## src/design/trdd_pkg.sv

```systemverilog
// Shared constants, types and codes of the tagged ring deque dispatcher.
package trdd_pkg;

  localparam int DEPTH      = 16;
  localparam int WORD_WIDTH = 32;

  localparam int HND_W      = WORD_WIDTH - 1;
  localparam int SLOT_W     = WORD_WIDTH + 1;
  localparam int PTR_W      = (DEPTH > 1) ? $clog2(DEPTH) : 1;
  localparam int CNT_W      = $clog2(DEPTH + 1);
  localparam int PAYLOAD_W  = 1 + HND_W + WORD_WIDTH;
  localparam int IN_DATA_W  = ((PAYLOAD_W + 7) / 8) * 8;
  localparam int OUT_DATA_W = ((PAYLOAD_W + 7) / 8) * 8;
  localparam int CMD_W      = 2;
  localparam int OUT_USER_W = 2;

  typedef logic [PTR_W-1:0]  ptr_t;
  typedef logic [CNT_W-1:0]  cnt_t;
  typedef logic [SLOT_W-1:0] slot_t;

  localparam logic [CMD_W-1:0] CMD_PUSH_BACK  = 2'd0;
  localparam logic [CMD_W-1:0] CMD_PUSH_FRONT = 2'd1;
  localparam logic [CMD_W-1:0] CMD_SCHEDULE   = 2'd2;

  typedef enum logic [2:0] {
    ST_IDLE,
    ST_DECIDE,
    ST_POP,
    ST_POP_H,
    ST_POP_A,
    ST_EMIT,
    ST_WR_FN,
    ST_WR_ARG
  } state_t;

endpackage

```

## src/design/trdd_ptr_alu.sv

```systemverilog
// Shared ring pointer adder: head plus an offset, wrapped into the ring.
module trdd_ptr_alu (
  input  trdd_pkg::ptr_t base,
  input  trdd_pkg::cnt_t offset,
  output trdd_pkg::ptr_t sum
);
  import trdd_pkg::*;

  logic [CNT_W:0] raw;
  logic [CNT_W:0] wrapped;

  // Both operands stay below the ring size, so one conditional subtract wraps.
  assign raw     = (CNT_W+1)'(base) + (CNT_W+1)'(offset);
  assign wrapped = (raw >= (CNT_W+1)'(DEPTH)) ? raw - (CNT_W+1)'(DEPTH) : raw;
  assign sum     = wrapped[PTR_W-1:0];

endmodule

```

## src/design/tagged_ring_deque_dispatcher.sv

```systemverilog
// Top level of the tagged ring deque dispatcher.
//
//  Channel  Dir  Handshake           Payload
//  s_*      in   s_tvalid/s_tready   s_tuser: command; s_tdata: has_arg, handler, arg
//  m_*      out  m_tvalid/m_tready   m_tuser: dispatched, evicted; m_tdata: entry; m_tlast
//
// One request at a time. A push writes the handler slot and, with an argument, the argument
// slot; a schedule pops the head entry with its tagged argument, or reports an empty deque;
// an eviction pops the head entry ahead of a push. Slot reads are registered, and every head
// and tail step goes through the one pointer adder. Reset (rst, synchronous) empties the deque.
// Slot contents survive reset. A stalled result holds in the output register, and
// the sequencer waits only when it has the next result ready.
module tagged_ring_deque_dispatcher (
  input  logic                              clk,
  input  logic                              rst,
  input  logic                              s_tvalid,
  output logic                              s_tready,
  // [0] has_arg, [HND_W:1] handler, [2*WORD_WIDTH-1:HND_W+1] arg, zero pad above
  input  logic [trdd_pkg::IN_DATA_W-1:0]    s_tdata,
  // [1:0] command
  input  logic [trdd_pkg::CMD_W-1:0]        s_tuser,
  output logic                              m_tvalid,
  input  logic                              m_tready,
  // [HND_W-1:0] out_handler, [HND_W] out_has_arg, [2*WORD_WIDTH-1:WORD_WIDTH] out_arg
  output logic [trdd_pkg::OUT_DATA_W-1:0]   m_tdata,
  // [0] dispatched, [1] evicted
  output logic [trdd_pkg::OUT_USER_W-1:0]   m_tuser,
  output logic                              m_tlast
);
  import trdd_pkg::*;

  state_t state, state_next;
  ptr_t   head, head_next;
  cnt_t   count, count_next;
  logic [1:0] npop, npop_next;

  logic [CMD_W-1:0]      cmd, cmd_next;
  logic                  has, has_next;
  logic [HND_W-1:0]      hnd, hnd_next;
  logic [WORD_WIDTH-1:0] arg, arg_next;

  logic  res_disp, res_disp_next;
  slot_t res_fn, res_fn_next;
  slot_t res_arg, res_arg_next;

  logic                  m_tvalid_next;
  logic [OUT_DATA_W-1:0] m_tdata_next;
  logic [OUT_USER_W-1:0] m_tuser_next;
  logic                  m_tlast_next;

  slot_t slots [DEPTH];
  slot_t rd_data;
  logic  rd_en;
  logic  wr_en;
  ptr_t  wr_addr;
  slot_t wr_data;

  cnt_t  alu_off;
  ptr_t  alu_sum;

  cnt_t  need;
  cnt_t  free_slots;
  logic  room_short;
  logic  is_back;
  logic  is_sched;
  logic  out_free;

  trdd_ptr_alu u_alu (
    .base   (head),
    .offset (alu_off),
    .sum    (alu_sum)
  );

  assign need       = has ? cnt_t'(2) : cnt_t'(1);
  assign free_slots = cnt_t'(DEPTH) - count;
  assign room_short = (free_slots < need) && (count != '0);
  assign is_back    = (cmd == CMD_PUSH_BACK);
  assign is_sched   = (cmd == CMD_SCHEDULE);
  assign out_free   = !m_tvalid || m_tready;
  assign s_tready   = (state == ST_IDLE);

  always_ff @(posedge clk) begin
    if (wr_en) begin
      slots[wr_addr] <= wr_data;
    end
  end

  always_ff @(posedge clk) begin
    if (rd_en) begin
      rd_data <= slots[head];
    end
  end

  always_ff @(posedge clk) begin
    if (rst) begin
      state    <= ST_IDLE;
      head     <= '0;
      count    <= '0;
      npop     <= '0;
      m_tvalid <= 1'b0;
    end else begin
      state    <= state_next;
      head     <= head_next;
      count    <= count_next;
      npop     <= npop_next;
      m_tvalid <= m_tvalid_next;
    end
  end

  always_ff @(posedge clk) begin
    cmd      <= cmd_next;
    has      <= has_next;
    hnd      <= hnd_next;
    arg      <= arg_next;
    res_disp <= res_disp_next;
    res_fn   <= res_fn_next;
    res_arg  <= res_arg_next;
    m_tdata  <= m_tdata_next;
    m_tuser  <= m_tuser_next;
    m_tlast  <= m_tlast_next;
  end

  always_comb begin
    state_next    = state;
    head_next     = head;
    count_next    = count;
    npop_next     = npop;
    cmd_next      = cmd;
    has_next      = has;
    hnd_next      = hnd;
    arg_next      = arg;
    res_disp_next = res_disp;
    res_fn_next   = res_fn;
    res_arg_next  = res_arg;
    m_tvalid_next = m_tvalid;
    m_tdata_next  = m_tdata;
    m_tuser_next  = m_tuser;
    m_tlast_next  = m_tlast;
    rd_en         = 1'b0;
    wr_en         = 1'b0;
    wr_addr       = alu_sum;
    wr_data       = '0;
    alu_off       = cnt_t'(1);

    if (m_tvalid && m_tready) begin
      m_tvalid_next = 1'b0;
    end

    case (state)
      ST_IDLE: begin
        if (s_tvalid) begin
          cmd_next   = s_tuser;
          has_next   = s_tdata[0];
          hnd_next   = s_tdata[HND_W:1];
          arg_next   = s_tdata[HND_W+WORD_WIDTH:HND_W+1];
          npop_next  = '0;
          state_next = ST_DECIDE;
        end
      end

      ST_DECIDE: begin
        if (is_sched) begin
          if (count != '0) begin
            state_next = ST_POP;
          end else begin
            // Empty deque: report an all-zero result.
            res_disp_next = 1'b0;
            res_fn_next   = '0;
            res_arg_next  = '0;
            state_next    = ST_EMIT;
          end
        end else if (cmd == CMD_PUSH_BACK || cmd == CMD_PUSH_FRONT) begin
          if (room_short) begin
            state_next = ST_POP;
          end else if (is_back || !has) begin
            state_next = ST_WR_FN;
          end else begin
            state_next = ST_WR_ARG;
          end
        end else begin
          state_next = ST_IDLE;
        end
      end

      ST_POP: begin
        rd_en         = 1'b1;
        alu_off       = cnt_t'(1);
        head_next     = alu_sum;
        count_next    = count - cnt_t'(1);
        res_disp_next = 1'b1;
        state_next    = ST_POP_H;
      end

      ST_POP_H: begin
        res_fn_next = rd_data;
        // A tagged handler takes its argument slot along, if there is one.
        if (rd_data[WORD_WIDTH] && count != '0) begin
          rd_en      = 1'b1;
          alu_off    = cnt_t'(1);
          head_next  = alu_sum;
          count_next = count - cnt_t'(1);
          state_next = ST_POP_A;
        end else begin
          res_arg_next = '0;
          state_next   = ST_EMIT;
        end
      end

      ST_POP_A: begin
        res_arg_next = rd_data;
        state_next   = ST_EMIT;
      end

      ST_EMIT: begin
        if (out_free) begin
          m_tvalid_next = 1'b1;
          m_tdata_next  = '0;
          m_tdata_next[HND_W-1:0]                 = res_fn[HND_W-1:0];
          m_tdata_next[HND_W]                     = res_fn[WORD_WIDTH];
          m_tdata_next[2*WORD_WIDTH-1:WORD_WIDTH] = res_arg[WORD_WIDTH-1:0];
          m_tuser_next  = {res_disp && !is_sched, res_disp};
          npop_next     = npop + 2'd1;
          // Counts already reflect this pop, so the room check is final here.
          if (is_sched) begin
            m_tlast_next = 1'b1;
            state_next   = ST_IDLE;
          end else if (room_short && npop == 2'd0) begin
            m_tlast_next = 1'b0;
            state_next   = ST_POP;
          end else begin
            m_tlast_next = 1'b1;
            state_next   = (is_back || !has) ? ST_WR_FN : ST_WR_ARG;
          end
        end
      end

      ST_WR_FN: begin
        wr_en      = 1'b1;
        wr_data    = {has, 1'b0, hnd};
        count_next = count + cnt_t'(1);
        if (is_back) begin
          alu_off    = count;
          state_next = has ? ST_WR_ARG : ST_IDLE;
        end else begin
          alu_off    = cnt_t'(DEPTH - 1);
          head_next  = alu_sum;
          state_next = ST_IDLE;
        end
      end

      ST_WR_ARG: begin
        wr_en      = 1'b1;
        wr_data    = {1'b0, arg};
        count_next = count + cnt_t'(1);
        if (is_back) begin
          alu_off    = count;
          state_next = ST_IDLE;
        end else begin
          alu_off    = cnt_t'(DEPTH - 1);
          head_next  = alu_sum;
          state_next = ST_WR_FN;
        end
      end

      default: begin
        state_next = ST_IDLE;
      end
    endcase
  end

endmodule

```

## config.mk

```make
export PLATFORM = sky130hd
export DESIGN_NAME = tagged_ring_deque_dispatcher
export DESIGN_NICKNAME = d
export VERILOG_FILES = /design/src/design/trdd_pkg.sv /design/src/design/trdd_ptr_alu.sv /design/src/design/tagged_ring_deque_dispatcher.sv
export SDC_FILE = /design/constraint.sdc
export NUM_CORES = 1
export LEC_CHECK = 0
export BUFFER_PORTS_ARGS = -buffer_cell sky130_fd_sc_hd__buf_2
export CORE_AREA = 2 2 222 224
export DETAILED_ROUTE_END_ITERATION = 10
export DIE_AREA = 0 0 224 226
export GPL_TIMING_DRIVEN = 1
export PLACE_DENSITY = 0.83
export SKIP_CTS_REPAIR_TIMING = 1
export SLEW_MARGIN = 25
export SYNTH_ARGS = -nofsm -noshare
export SYNTH_HDL_FRONTEND = slang
export SYNTH_SLANG_ARGS = --single-unit
export TNS_END_PERCENT = 10
```

## constraint.sdc

```tcl
create_clock -name clk -period 9.9 [get_ports clk]
set_input_delay 1.485 -clock clk [delete_from_list [all_inputs] [get_ports clk]]
set_output_delay 1.485 -clock clk [all_outputs]
set_load 0.02 [all_outputs]
```

-- Word level (Yosys, flattened, before mapping)
Memory sizes are Yosys's and may differ from the RTL's. A register that Yosys moved wholly into a read port is not among the register bits.
Index checks and enable logic that the tools add are counted.
- bits in registers: 214
- bits in latches: 0
- bits in writable memories: 528
- ROM bits: 0
- output and inout bits: 69
- memories kept: 1
- memories (memory ; words ; bits a word ; rd ports ; clocked after Yosys merged registers in ; write ports ; RTL line ; source):
    slots ; 16 ; 33 ; 1 ; 1 ; 1 ; tagged_ring_deque_dispatcher.sv:51 ; slot_t slots [DEPTH];
- add/subtract/negate cells: 6
- multipliers: 0
- divide/modulo/power cells: 0
- magnitude comparators: 2
- equality and inequality tests: 16
- shifts and indexed selects: 0
- multiplexer cells: 44
- bitwise gates (word level): 0
- reduce and logical (&&, ||, !) cells: 30
- operator list (cell ; number):
    33-bit one-hot mux with 2 select lines ; 2
    32-bit one-hot mux with 3 select lines ; 1
    33-bit 2-to-1 mux ; 2
    3-bit 2-to-1 mux ; 11
    32-bit 2-to-1 mux ; 1
    3-bit one-hot mux with 8 select lines ; 1
    5-bit 2-to-1 mux ; 3
    5-bit one-hot mux with 3 select lines ; 1
    2-bit inequality test, second input constant ; 7
    3-bit equality test, second input constant ; 4
    1-bit 2-to-1 mux ; 12
    4-bit 2-to-1 mux ; 3
    4-bit one-hot mux with 3 select lines ; 1
    3-bit AND reduction ; 4
    2-bit AND reduction ; 4
    4-bit by 5-bit adder with 6-bit output ; 1
    3-bit by 2-bit equality test with 1-bit output, second input constant ; 2
    6-bit by 5-bit >= comparator with 1-bit output, second input constant ; 1
    2-bit 2-to-1 mux ; 3
    2-bit nonzero test ; 3
    3-bit nonzero test ; 2
    5-bit by 1-bit adder with 5-bit output, second input constant ; 1
    1-bit logical AND ; 5
    5-bit by 2-bit less-than comparator with 1-bit output ; 1
    16 further kinds ; 22

-- Logic depth before layout (Yosys ltp)
Gate-level depths: netlist (run 1).
- word-level depth: 8
- mapped depth: 10
- gate-level depth less buffers: 8

-- Cells and area by module
A second synthesis (run 1) with hierarchy kept.
- cells, all modules: 1287
- area total of the unflattened synthesis: 28917.7 µm²
- by module, submodules not included (module ; times used ; cells an instance ; area each (µm²) ; sequential area each (µm²)):
    tagged_ring_deque_dispatcher ; 1 ; 1278 ; 28817.6 ; 23092.1
    trdd_ptr_alu ; 1 ; 9 ; 100.1 ; 0.0

-- Least setup slack after synthesis (run 1)
No wires, ideal clock.
- kind: input to register
- start point: input port s_tvalid
- end point: register npop[0]
- library setup time: 0.128 ns
- data arrival time: 8.816 ns
- path slack: 0.956 ns
- stages: 4
- buffers on the path: 0
- path through: nor4b_1 -> a31oi_1 -> mux2i_1 -> nor2_1
- word-level cells in the longest chain between the ends: 2
- RTL lines (item ; RTL line ; source):
    start, declared ; tagged_ring_deque_dispatcher.sv:16 ; input logic s_tvalid,
    2-bit inequality test (no line) ; -- ;
    3-bit AND reduction (no line) ; -- ;
    end signal, assigned ; tagged_ring_deque_dispatcher.sv:105 ; npop <= npop_next;
    end, declared ; tagged_ring_deque_dispatcher.sv:35 ; logic [1:0] npop, npop_next;
No other way between the ends.
A chain may end at the register's enable or synchronous reset.

-- Final worst setup path (run 1)
- start point: register state[1]
- end point: memory slots[0][9] (netlist name) (enable)
- word-level cells in the longest chain between the ends: 6
- RTL lines (item ; RTL line ; source):
    start, declared ; tagged_ring_deque_dispatcher.sv:32 ; state_t state, state_next;
    start signal, assigned ; tagged_ring_deque_dispatcher.sv:102 ; state <= state_next;
    3-bit equality test ; tagged_ring_deque_dispatcher.sv:149 ; case (state)
    2-bit OR reduction (no line) * ; -- ;
    5-bit 2-to-1 mux * ; -- ;
    4-bit by 5-bit adder with 6-bit output * ; trdd_ptr_alu.sv:13 ; assign raw = (CNT_W+1)'(base) + (CNT_W+1)'(offset);
    6-bit by 5-bit >= comparator with 1-bit output or 4-bit by 1-bit subtractor with 4-bit output (tied branches) ; trdd_ptr_alu.sv:14 ; assign wrapped = (raw >= (CNT_W+1)'(DEPTH)) ? raw - (CNT_W+1)'(DEPTH) : raw;
    4-bit 2-to-1 mux * ; trdd_ptr_alu.sv:14 ;
    net alu_sum[1] ; tagged_ring_deque_dispatcher.sv:59 ; ptr_t alu_sum;
    end, declared ; tagged_ring_deque_dispatcher.sv:51 ;
The timed path passes the listed nets; every way through them passes the cells marked *.

==> flow_summary.yaml, run 1 <==
status:
  status: "finished clean"
cells_and_area:
  synthToLayoutAreaGrowth_pct: 13.5
  drive_gt1_frac: 0.331
  fin_cells: 2145
  nFillCells: 2765
  seq_area_um2: 23100
  multi_input_area_um2: 5790
  final_area_um2: 32900
  fin_nets: 1551
setup_path:
  critical_path_class: "reg2reg"
  cp_top_family: "simple AND/OR/NAND/NOR gates"
  cpPeakStageDelay_ns: 1.00
  r2r_start: "state[1]"
  cp_slowest_cell: "dfxtp_1"
  critPathRequiredTime_ns: 10.14
  r2r_slack_ns: 5.27
  end_kind: "flip-flop"
  critPathMaxFanout: 44
  rr_endpoint: "slots[0][9]"
  cp_common_cell: "or3_1"
  cp_data_arrival_time_ns: 4.87
  reg2reg_depth: 7
  path_cells: "nand2_4 > or3_1 > ha_1 > fa_1 > or3_1 > nor3_2 > buf_4"
  critPathLaunch: "state[1]"
  critPathBufInv: 1
  crit_path_start_kind: "flip-flop"
worst_hold_path:
  hold_depth: 0
  hold_end: "m_tdata[20]"
  hold_path.class: "reg2reg"
  min_from: "res_fn[20]"
clock_network:
  clkTransAtPathRegs_ns: 0.06
  cts_made_buffers: 74
  clockBufferDepth: 3
  cts_root_buf: "clkbuf_16"
  insertion_delay_ns: 0.62
  cts.sink_count: 774
  cts_tree: "yes"
  htree_levels: 3
yosys:
  synthArstFlopShare: 0
  synth_cell_types: 50
  yosysWarnings: 0
  synth_area_um2: 29000
  seq_area_frac_synth: 0.796
  yosys_most_used_dff: "edfxtp_1"
  yosysMostFrequentCell: "edfxtp_1"
  synth_area_leaders: "edfxtp_1, mux4_2, and2_1"
  synth_top_area_share: 0.786
  synthCells: 1289
  syn_nets: 1371
  synth-edff-count: 759
  syn_area_per_cell_um2: 22.5
  synth-seq-cells: 774
  synthTopCellsByCount: "edfxtp_1, mux4_2, and2_1, nor2_1, mux2i_1"
  yosysTopAreaCell: "edfxtp_1"
routing:
  drt_first_pass_iters: 5
  drc_errors: 0
  via_per_inst: 6.37
  vias: 13653
  drt_iter0_drc: 1749
  ant_nets: 0
  routed_wl_mm: 60.4
  wire_per_inst_um: 28.2
global_route:
  grt_pass1_vias: 13689
  grt_pass1_wl_mm: 89.5
  grt_max_degree: 69
  grt_overflow: 0
  grt_usage: 0.248
  antenna_found_initial: 3
power:
  ir_drop_mv: 0.130
  p_leak_nw: 10.2
  cellPowerDensity_nw_per_um2: 227
  pwr-share-clk: 0.357
  p_sw_mw: 1.79
  p_int_mw: 5.67
  p_comb_frac: 0.109
  seqPwrFrac: 0.533
  total_power_mw: 7.46
  p_sw_frac: 0.240
sta:
  fin_tns_setup_ns: 0
  finalWorstPathRequiredPeriod_ns: 4.63
  tightest_slew_ns: 1.06
  hold_viol: 0
  min_period_over_period: 0.467
  setup_violations: 0
  finClkSkew_ns: 0.0334
  rsz0062_at_grt: "no"
  fmax_mhz: 216
  slew_headroom: 0.292
  slew_violations: 0
die:
  initial_core_util: 0.600
  fp.dieH_um: 226
  dieArea_um2: 50600
  die_w_um: 224
  rows: 81
  num_io_pins: 139
  core_area_um2: 48300
flow_run:
  drv_cap: 0
place:
  placed_area_um2: 30500
  portBuffers: 138
  hpwlAfterDp_mm: 35.0
  dp_cells: 2015
  routabilityCongestion: 0.846
==> cell usage in the layout, fill, tap and decap left out, types with 4 or more instances in the layout <==
master and instances:
a21oi_1 10, and2_1 65, buf_2 138, buf_4 25
clkbuf_1 15, clkbuf_16 75, clkbuf_8 6, clkinv_1 4
clkinv_2 14, clkinvlp_4 5, dfxtp_1 11, edfxtp_1 759
ha_1 10, inv_1 11, inv_6 5, mux2i_1 38
mux4_2 165, nand2_1 5, nand2b_1 6, nor2_1 23
nor2_2 32, nor2b_1 4, nor3_2 17, o21ai_0 7
xnor2_1 5
==> flip-flops by register name, indices dropped and copies added (netlist names), 2 cells and up <==
name	cells
npop	2
res_fn	32
count	5
arg	32
slots	528
head	4
hnd	31
m_tdata	64
cmd	2
m_tuser	2
rd_data	33
state	3
res_arg	32
==> worst max-delay path by stage <==
stage              endpoint  slack, ns  cells past startpoint
6_report        slots[0][9]       5.27                      7
5_1_grt         slots[0][7]       5.14                      7
4_1_cts         slots[5][8]       5.40                      8
3_5_place_dp   slots[1][12]       5.58                      8
3_3_place_gp   slots[0][18]       5.37                      7
2_1_floorplan       npop[0]       0.96                      4
==> worst reg2reg max path, cell delays in order (launching register included) <==
cell and delay (ns):
dfxtp_1 1.00, nand2_4 0.69, or3_1 0.58, ha_1 0.24, fa_1 0.55, or3_1 0.51, nor3_2 0.19, buf_4 0.46
==> per-stage QoR <==
| step | setup WS, ns | hold WS (ns) | util |
|---|---|---|---|
| floorplan | 0.956 | 0.400 | - |
| global placement | 5.37 | 0.403 | 0.631 |
| detailed placement | 5.58 | 0.405 | 0.632 |
| CTS | 5.40 | 0.418 | 0.679 |
| global route | 5.14 | 0.421 | 0.681 |
| finish | 5.27 | 0.418 | 0.681 |
==> layer usage <==
metal  global-route usage  share of wire  up-vias
met3               0.0485           0.11      110
met5                    0              0        -
met4               0.0781          0.026        0
met2                0.394           0.48      891
li1                     -              -     5674
met1                0.356           0.38     6978
==> power groups by stage <==
stage | combinational (mW) | sequential, mW | clock [mW]
after floorplan | 0.539 | 4.06 | 0
after global placement | 0.772 | 4.03 | 0
after detailed placement | 0.794 | 4.05 | 0
after CTS | 0.813 | 3.98 | 2.70
after global routing | 0.878 | 4.00 | 2.82
final | 0.815 | 3.98 | 2.67
==> area by class of cell <==
cell class                      instances  share of cell area
Antenna cell                            1           0.0000760
Sequential cell                       774               0.702
Inverter                               11             0.00125
Timing Repair Buffer                  165              0.0279
Multi-Input combinational cell        443               0.176
Tap cell                              622              0.0236
Clock inverter                         33             0.00802
Clock buffer                           96              0.0612
==> cells by family (layout without fill, tap and decap cells) <==
logic type	count (synthesis)	in the layout	share of synthesized area
other	0	1	0
adders and majority gates	12	12	0.00569
AOI/OAI and AO/OA	41	41	0.00957
xor gates and xnor gates	9	9	0.00272
and+or+nand+nor	177	177	0.0324
buffers and inverters	72	305	0.0120
DFF	774	774	0.796
muxes	204	204	0.142
Note: power is estimated with default switching activity, not from simulation.
==> inputs of run 2 (changes only) <==
clock period = 4.3 ns   (was 9.9 ns; I/O delays follow)
==> run 2 against run 1 <==
Compared with the run above: first-iteration DRC count is 6.5% lower; setup slack worse by 4.6 ns; clock power is 140% higher; die area stayed put; cell count is 0.89% higher; global-route usage is 0.35 points higher; non-clock buffer count is 12 higher; sequential cell count stayed put; critical endpoint is now slots[4][18].
==> flow_summary.yaml, run 2 (synthesized netlist as in run 1, its figures left out) <==
global_route:
  grt_overflow: 0
  grt_pass1_wl_mm: 90.5
  antenna_found_initial: 4
  grt_usage: 0.252
  grt_pass1_vias: 13819
  grt_max_degree: 69
routing:
  vias: 13670
  wire_per_inst_um: 28.6
  drt_iter0_drc: 1636
  drc_errors: 0
  routed_wl_mm: 61.8
  via_per_inst: 6.32
  drt_first_pass_iters: 5
  ant_nets: 0
die:
  num_io_pins: 139
  initial_core_util: 0.600
  core_area_um2: 48300
  dieArea_um2: 50600
  fp.dieH_um: 226
  rows: 81
  die_w_um: 224
setup_path:
  cp_data_arrival_time_ns: 3.85
  reg2reg_depth: 7
  critPathRequiredTime_ns: 4.53
  cp_common_cell: "or3_1"
  cp_slowest_cell: "fa_1"
  crit_path_start_kind: "flip-flop"
  critPathMaxFanout: 33
  end_kind: "flip-flop"
  path_depth: 7
  critPathBufInv: 1
  cp_top_family: "simple AND/OR/NAND/NOR gates"
  path_cells: "or2_2 > or3_1 > ha_1 > fa_1 > or3_1 > nor3_2 > buf_4"
  cpPeakStageDelay_ns: 0.57
  critical_path_class: "reg2reg"
cells_and_area:
  layout_commonest_cell: "edfxtp_1"
  final_area_um2: 33100
  final_cell_mix: "edfxtp_1, mux4_2, buf_2"
  fin_nets: 1563
  drive_gt1_frac: 0.328
  synthToLayoutAreaGrowth_pct: 14.1
  regMostFlops: "slots"
  largest_reg_flops: 528
  reg_top3: "slots (528), m_tdata (64), rd_data (33)"
power:
  cellPowerDensity_nw_per_um2: 528
  seqPwrFrac: 0.523
  p_sw_frac: 0.235
  p_comb_frac: 0.110
  p_sw_mw: 4.10
  p_int_mw: 13.4
  p_leak_nw: 10.3
  ir_drop_mv: 0.311
  pwr-share-clk: 0.367
sta:
  setup_violations: 0
  slew_violations: 0
  tightest_slew_ns: 1.06
  fmax_mhz: 276
  slew_headroom: 0.289
  min_period_over_period: 0.842
  finalWorstPathRequiredPeriod_ns: 3.62
  whs_ns: 0.205
  rsz0062_at_grt: "no"
  finClkSkew_ns: 0.0258
  hold_viol: 0
place:
  placed_area_um2: 30600
  hpwlAfterDp_mm: 35.3
  portBuffers: 138
  routabilityCongestion: 0.853
status:
  status: "finished clean"
clock_network:
  clockBufferDepth: 3
  htree_levels: 3
  insertion_delay_ns: 0.61
  cts_root_buf: "clkbuf_16"
  cts_tree: "yes"
  cts_made_buffers: 74
  clkTransAtPathRegs_ns: 0.06
  cts.sink_count: 774
worst_hold_path:
  hold_path.class: "in2reg"
  hold_depth: 1
flow_run:
  drv_cap: 0
-- run 2: cell count changes in the layout (fill, tap and decap cells not counted), sizes merged --
cell	previous run	this run
buf	165	177
clkinvlp	5	1
clkbuf	96	98
bufinv	2	8
clkinv	20	23
-- run 2: final cells by class --
type                    instances  area [um^2]
clock buffers                  98         1970
well taps                     622          778
repair buffers                177         1010
inverters                      11         41.3
flip-flops and latches        774        23100
diodes                          1         2.50
clock inverters                38          420
multi-input cells             443         5790
fillers                      2740        15200
-- run 2: metrics by stage --
stage | instances | utilization | setup TNS (ns) | setup slack [ns] | power, mW
5_1_grt | 2163 | 0.685 | 0 | 0.596 | 18.1
6_report | 2164 | 0.685 | 0 | 0.678 | 17.5
3_5_place_dp | 2027 | 0.634 | 0 | 0.782 | 11.2
3_3_place_gp | 2026 | 0.633 | 0 | 0.858 | 11.1
4_1_cts | 2163 | 0.683 | 0 | 0.727 | 17.6
2_1_floorplan | 1289 | - | -424.26 | -0.728 | 10.6
-- run 2: path summary, 6_finish.rpt --
check / startpoint / end / slack (ns)
setup / recovery: cmd[0] / slots[4][18] / 0.68
hold / removal: s_tdata[21] / hnd[20] / 0.21
setup reg to reg: cmd[0] / slots[4][18] / 0.68
hold reg to reg: res_fn[17] / m_tdata[17] / 0.42
-- run 2: per-layer routing --
metal / global-route usage / vias to the layer above / wire [um]
met5: 0 / - / 0
met4: 0.0867 / 0 / 1850
met3: 0.0589 / 127 / 6770
met2: 0.401 / 854 / 30100
met1: 0.349 / 6990 / 23100
li1: - / 5699 / -
-- run 2: power by group through the flow --
stage	combinational [mW]	clock (mW)	sequential, mW
detailed placement	1.89	0	9.30
CTS	1.91	6.54	9.15
floorplan	1.24	0	9.31
global placement	1.82	0	9.27
finish	1.92	6.42	9.15
global route	2.07	6.79	9.20
==> inputs of run 3 (changes only) <==
CORE_AREA = 2 2 233 235   (was 2 2 222 224)
DIE_AREA = 0 0 235 237   (was 0 0 224 226)
PLACE_DENSITY = 0.8   (was 0.83)
clock period = 3 ns   (was 4.3 ns; I/O delays follow)
==> run 3 against run 2 <==
Compared with the run above: die area up 10%; non-clock buffer count up 41; global-route usage down 2.9 points; critical path type unchanged.
==> flow_summary.yaml, run 3 (synthesized netlist as in run 1, its figures left out) <==
status:
  status: "finished clean"
power:
  p_leak_nw: 10.7
  ir_drop_mv: 0.436
  cellPowerDensity_nw_per_um2: 750
clock_network:
  cts_tree: "yes"
  insertion_delay_ns: 0.63
  cts_made_buffers: 77
  cts_root_buf: "clkbuf_16"
  clkTransAtPathRegs_ns: 0.06
  cts.sink_count: 774
  htree_levels: 3
  clockBufferDepth: 3
routing:
  via_per_inst: 6.17
  wl_met1_mm: 24.2
  ant_nets: 0
  met2WireLength_mm: 32.4
  wire_per_inst_um: 28.6
  route.met3.wl_mm: 7.21
  routed_wl_mm: 65.2
  top_layer: "met5"
  vias: 14056
  drt_iter0_drc: 2019
  drt_first_pass_iters: 7
  drc_errors: 0
die:
  core_area_um2: 53300
  rows: 85
  die_w_um: 235
  num_io_pins: 139
  initial_core_util: 0.544
  fp.dieH_um: 237
  dieArea_um2: 55700
setup_path:
  reg2reg_depth: 11
  cp_data_arrival_time_ns: 3.31
  end_kind: "flip-flop"
  critPathMaxFanout: 16
  crit_path_start_kind: "flip-flop"
  critPathRequiredTime_ns: 3.31
  rr_endpoint: "slots[0][23]"
  r2r_start: "cmd[0]"
  critical_path_class: "reg2reg"
  r2r_slack_ns: 0.003
cells_and_area:
  fin_cells: 2278
  final_util: 0.643
  reg_top3: "slots (528), m_tdata (64), rd_data (33)"
  regMostFlops: "slots"
  layout_commonest_cell: "edfxtp_1"
  nFillCells: 3286
  fin_nets: 1607
  final_cell_mix: "edfxtp_1, mux4_2, buf_2"
  antenna_cells: 0
  largest_reg_flops: 528
  synthToLayoutAreaGrowth_pct: 18.1
  final_area_um2: 34300
  drive_gt1_frac: 0.351
sta:
  hold_viol: 0
  finalWorstPathRequiredPeriod_ns: 3.00
  fmax_mhz: 334
  tightest_slew_ns: 1.05
  finClkSkew_ns: 0.0288
  min_period_over_period: 0.999
  rsz0062_at_grt: "yes"
  setup_violations: 0
  slew_headroom: 0.299
  slew_violations: 0
  whs_ns: 0.00888
  fin_tns_setup_ns: 0
place:
  placed_area_um2: 31300
  portBuffers: 138
  hpwlAfterDp_mm: 35.1
  routabilityCongestion: 0.822
  dp_cells: 2116
global_route:
  antenna_found_initial: 4
  grt_usage: 0.223
  grt_overflow: 0
  grt_pass1_wl_mm: 90.7
  grt_pass1_vias: 14015
  grt_max_degree: 134
worst_hold_path:
  min_from: "s_tdata[23]"
  hold_depth: 1
  hold_end: "hnd[22]"
  hold_path.class: "in2reg"
flow_run:
  drv_cap: 0
run 3: power breakdown:
group	switching (mW)	leakage [nW]	total [mW]	internal (mW)
combinational	1.84	2.69	2.98	1.14
clock	4.01	1.24	9.67	5.66
sequential	0.251	6.78	13.0	12.8
run 3: stage by stage:
stage,setup WS [ns],total power [mW]
2_1_floorplan,-0.608,15.2
3_3_place_gp,-0.0782,16.0
3_5_place_dp,-0.108,16.2
4_1_cts,-0.164,25.7
5_1_grt,-0.0873,26.5
6_report,0.00315,25.7
run 3: how the worst max path moves through the flow:
| stage | from | endpoint | slack [ns] |
|---|---|---|---|
| final | cmd[0] | slots[0][23] | 0.003 |
| after global routing | cmd[0] | slots[0][24] | -0.09 |
| after CTS | cmd[0] | slots[7][18] | -0.16 |
| after detailed placement | cmd[0] | slots[7][9] | -0.11 |
| after global placement | cmd[0] | slots[11][10] | -0.08 |
| after floorplan | cmd[0] | slots[3][0] | -0.61 |
run 3: routing by layer:
layer | track usage | vias to the layer above
li1 | - | 5794
met1 | 0.313 | 7206
met2 | 0.354 | 953
met3 | 0.0555 | 101
met4 | 0.0608 | 2
met5 | 0 | -
run 3: worst max-delay path, cell delays in order (launching register included):
cell,delay (ns)
edfxtp_1,0.39
or2_4,0.26
or3_1,0.32
ha_2,0.20
buf_4,0.13
a21o_1,0.17
a21oi_4,0.27
xor2_4,0.18
buf_4,0.20
nor3_4,0.20
buf_4,0.17
clkbuf_16,0.21
run 3: layout make-up:
| class | instances | area, um^2 | share of cell area |
|---|---|---|---|
| Clock inverter | 50 | 500 | 0.0146 |
| Clock buffer | 86 | 2030 | 0.0594 |
| Inverter | 11 | 41.3 | 0.00121 |
| Sequential cell | 774 | 23100 | 0.675 |
| Timing Repair Buffer | 218 | 1730 | 0.0506 |
| Tap cell | 696 | 871 | 0.0254 |
| Multi-Input combinational cell | 443 | 5970 | 0.174 |
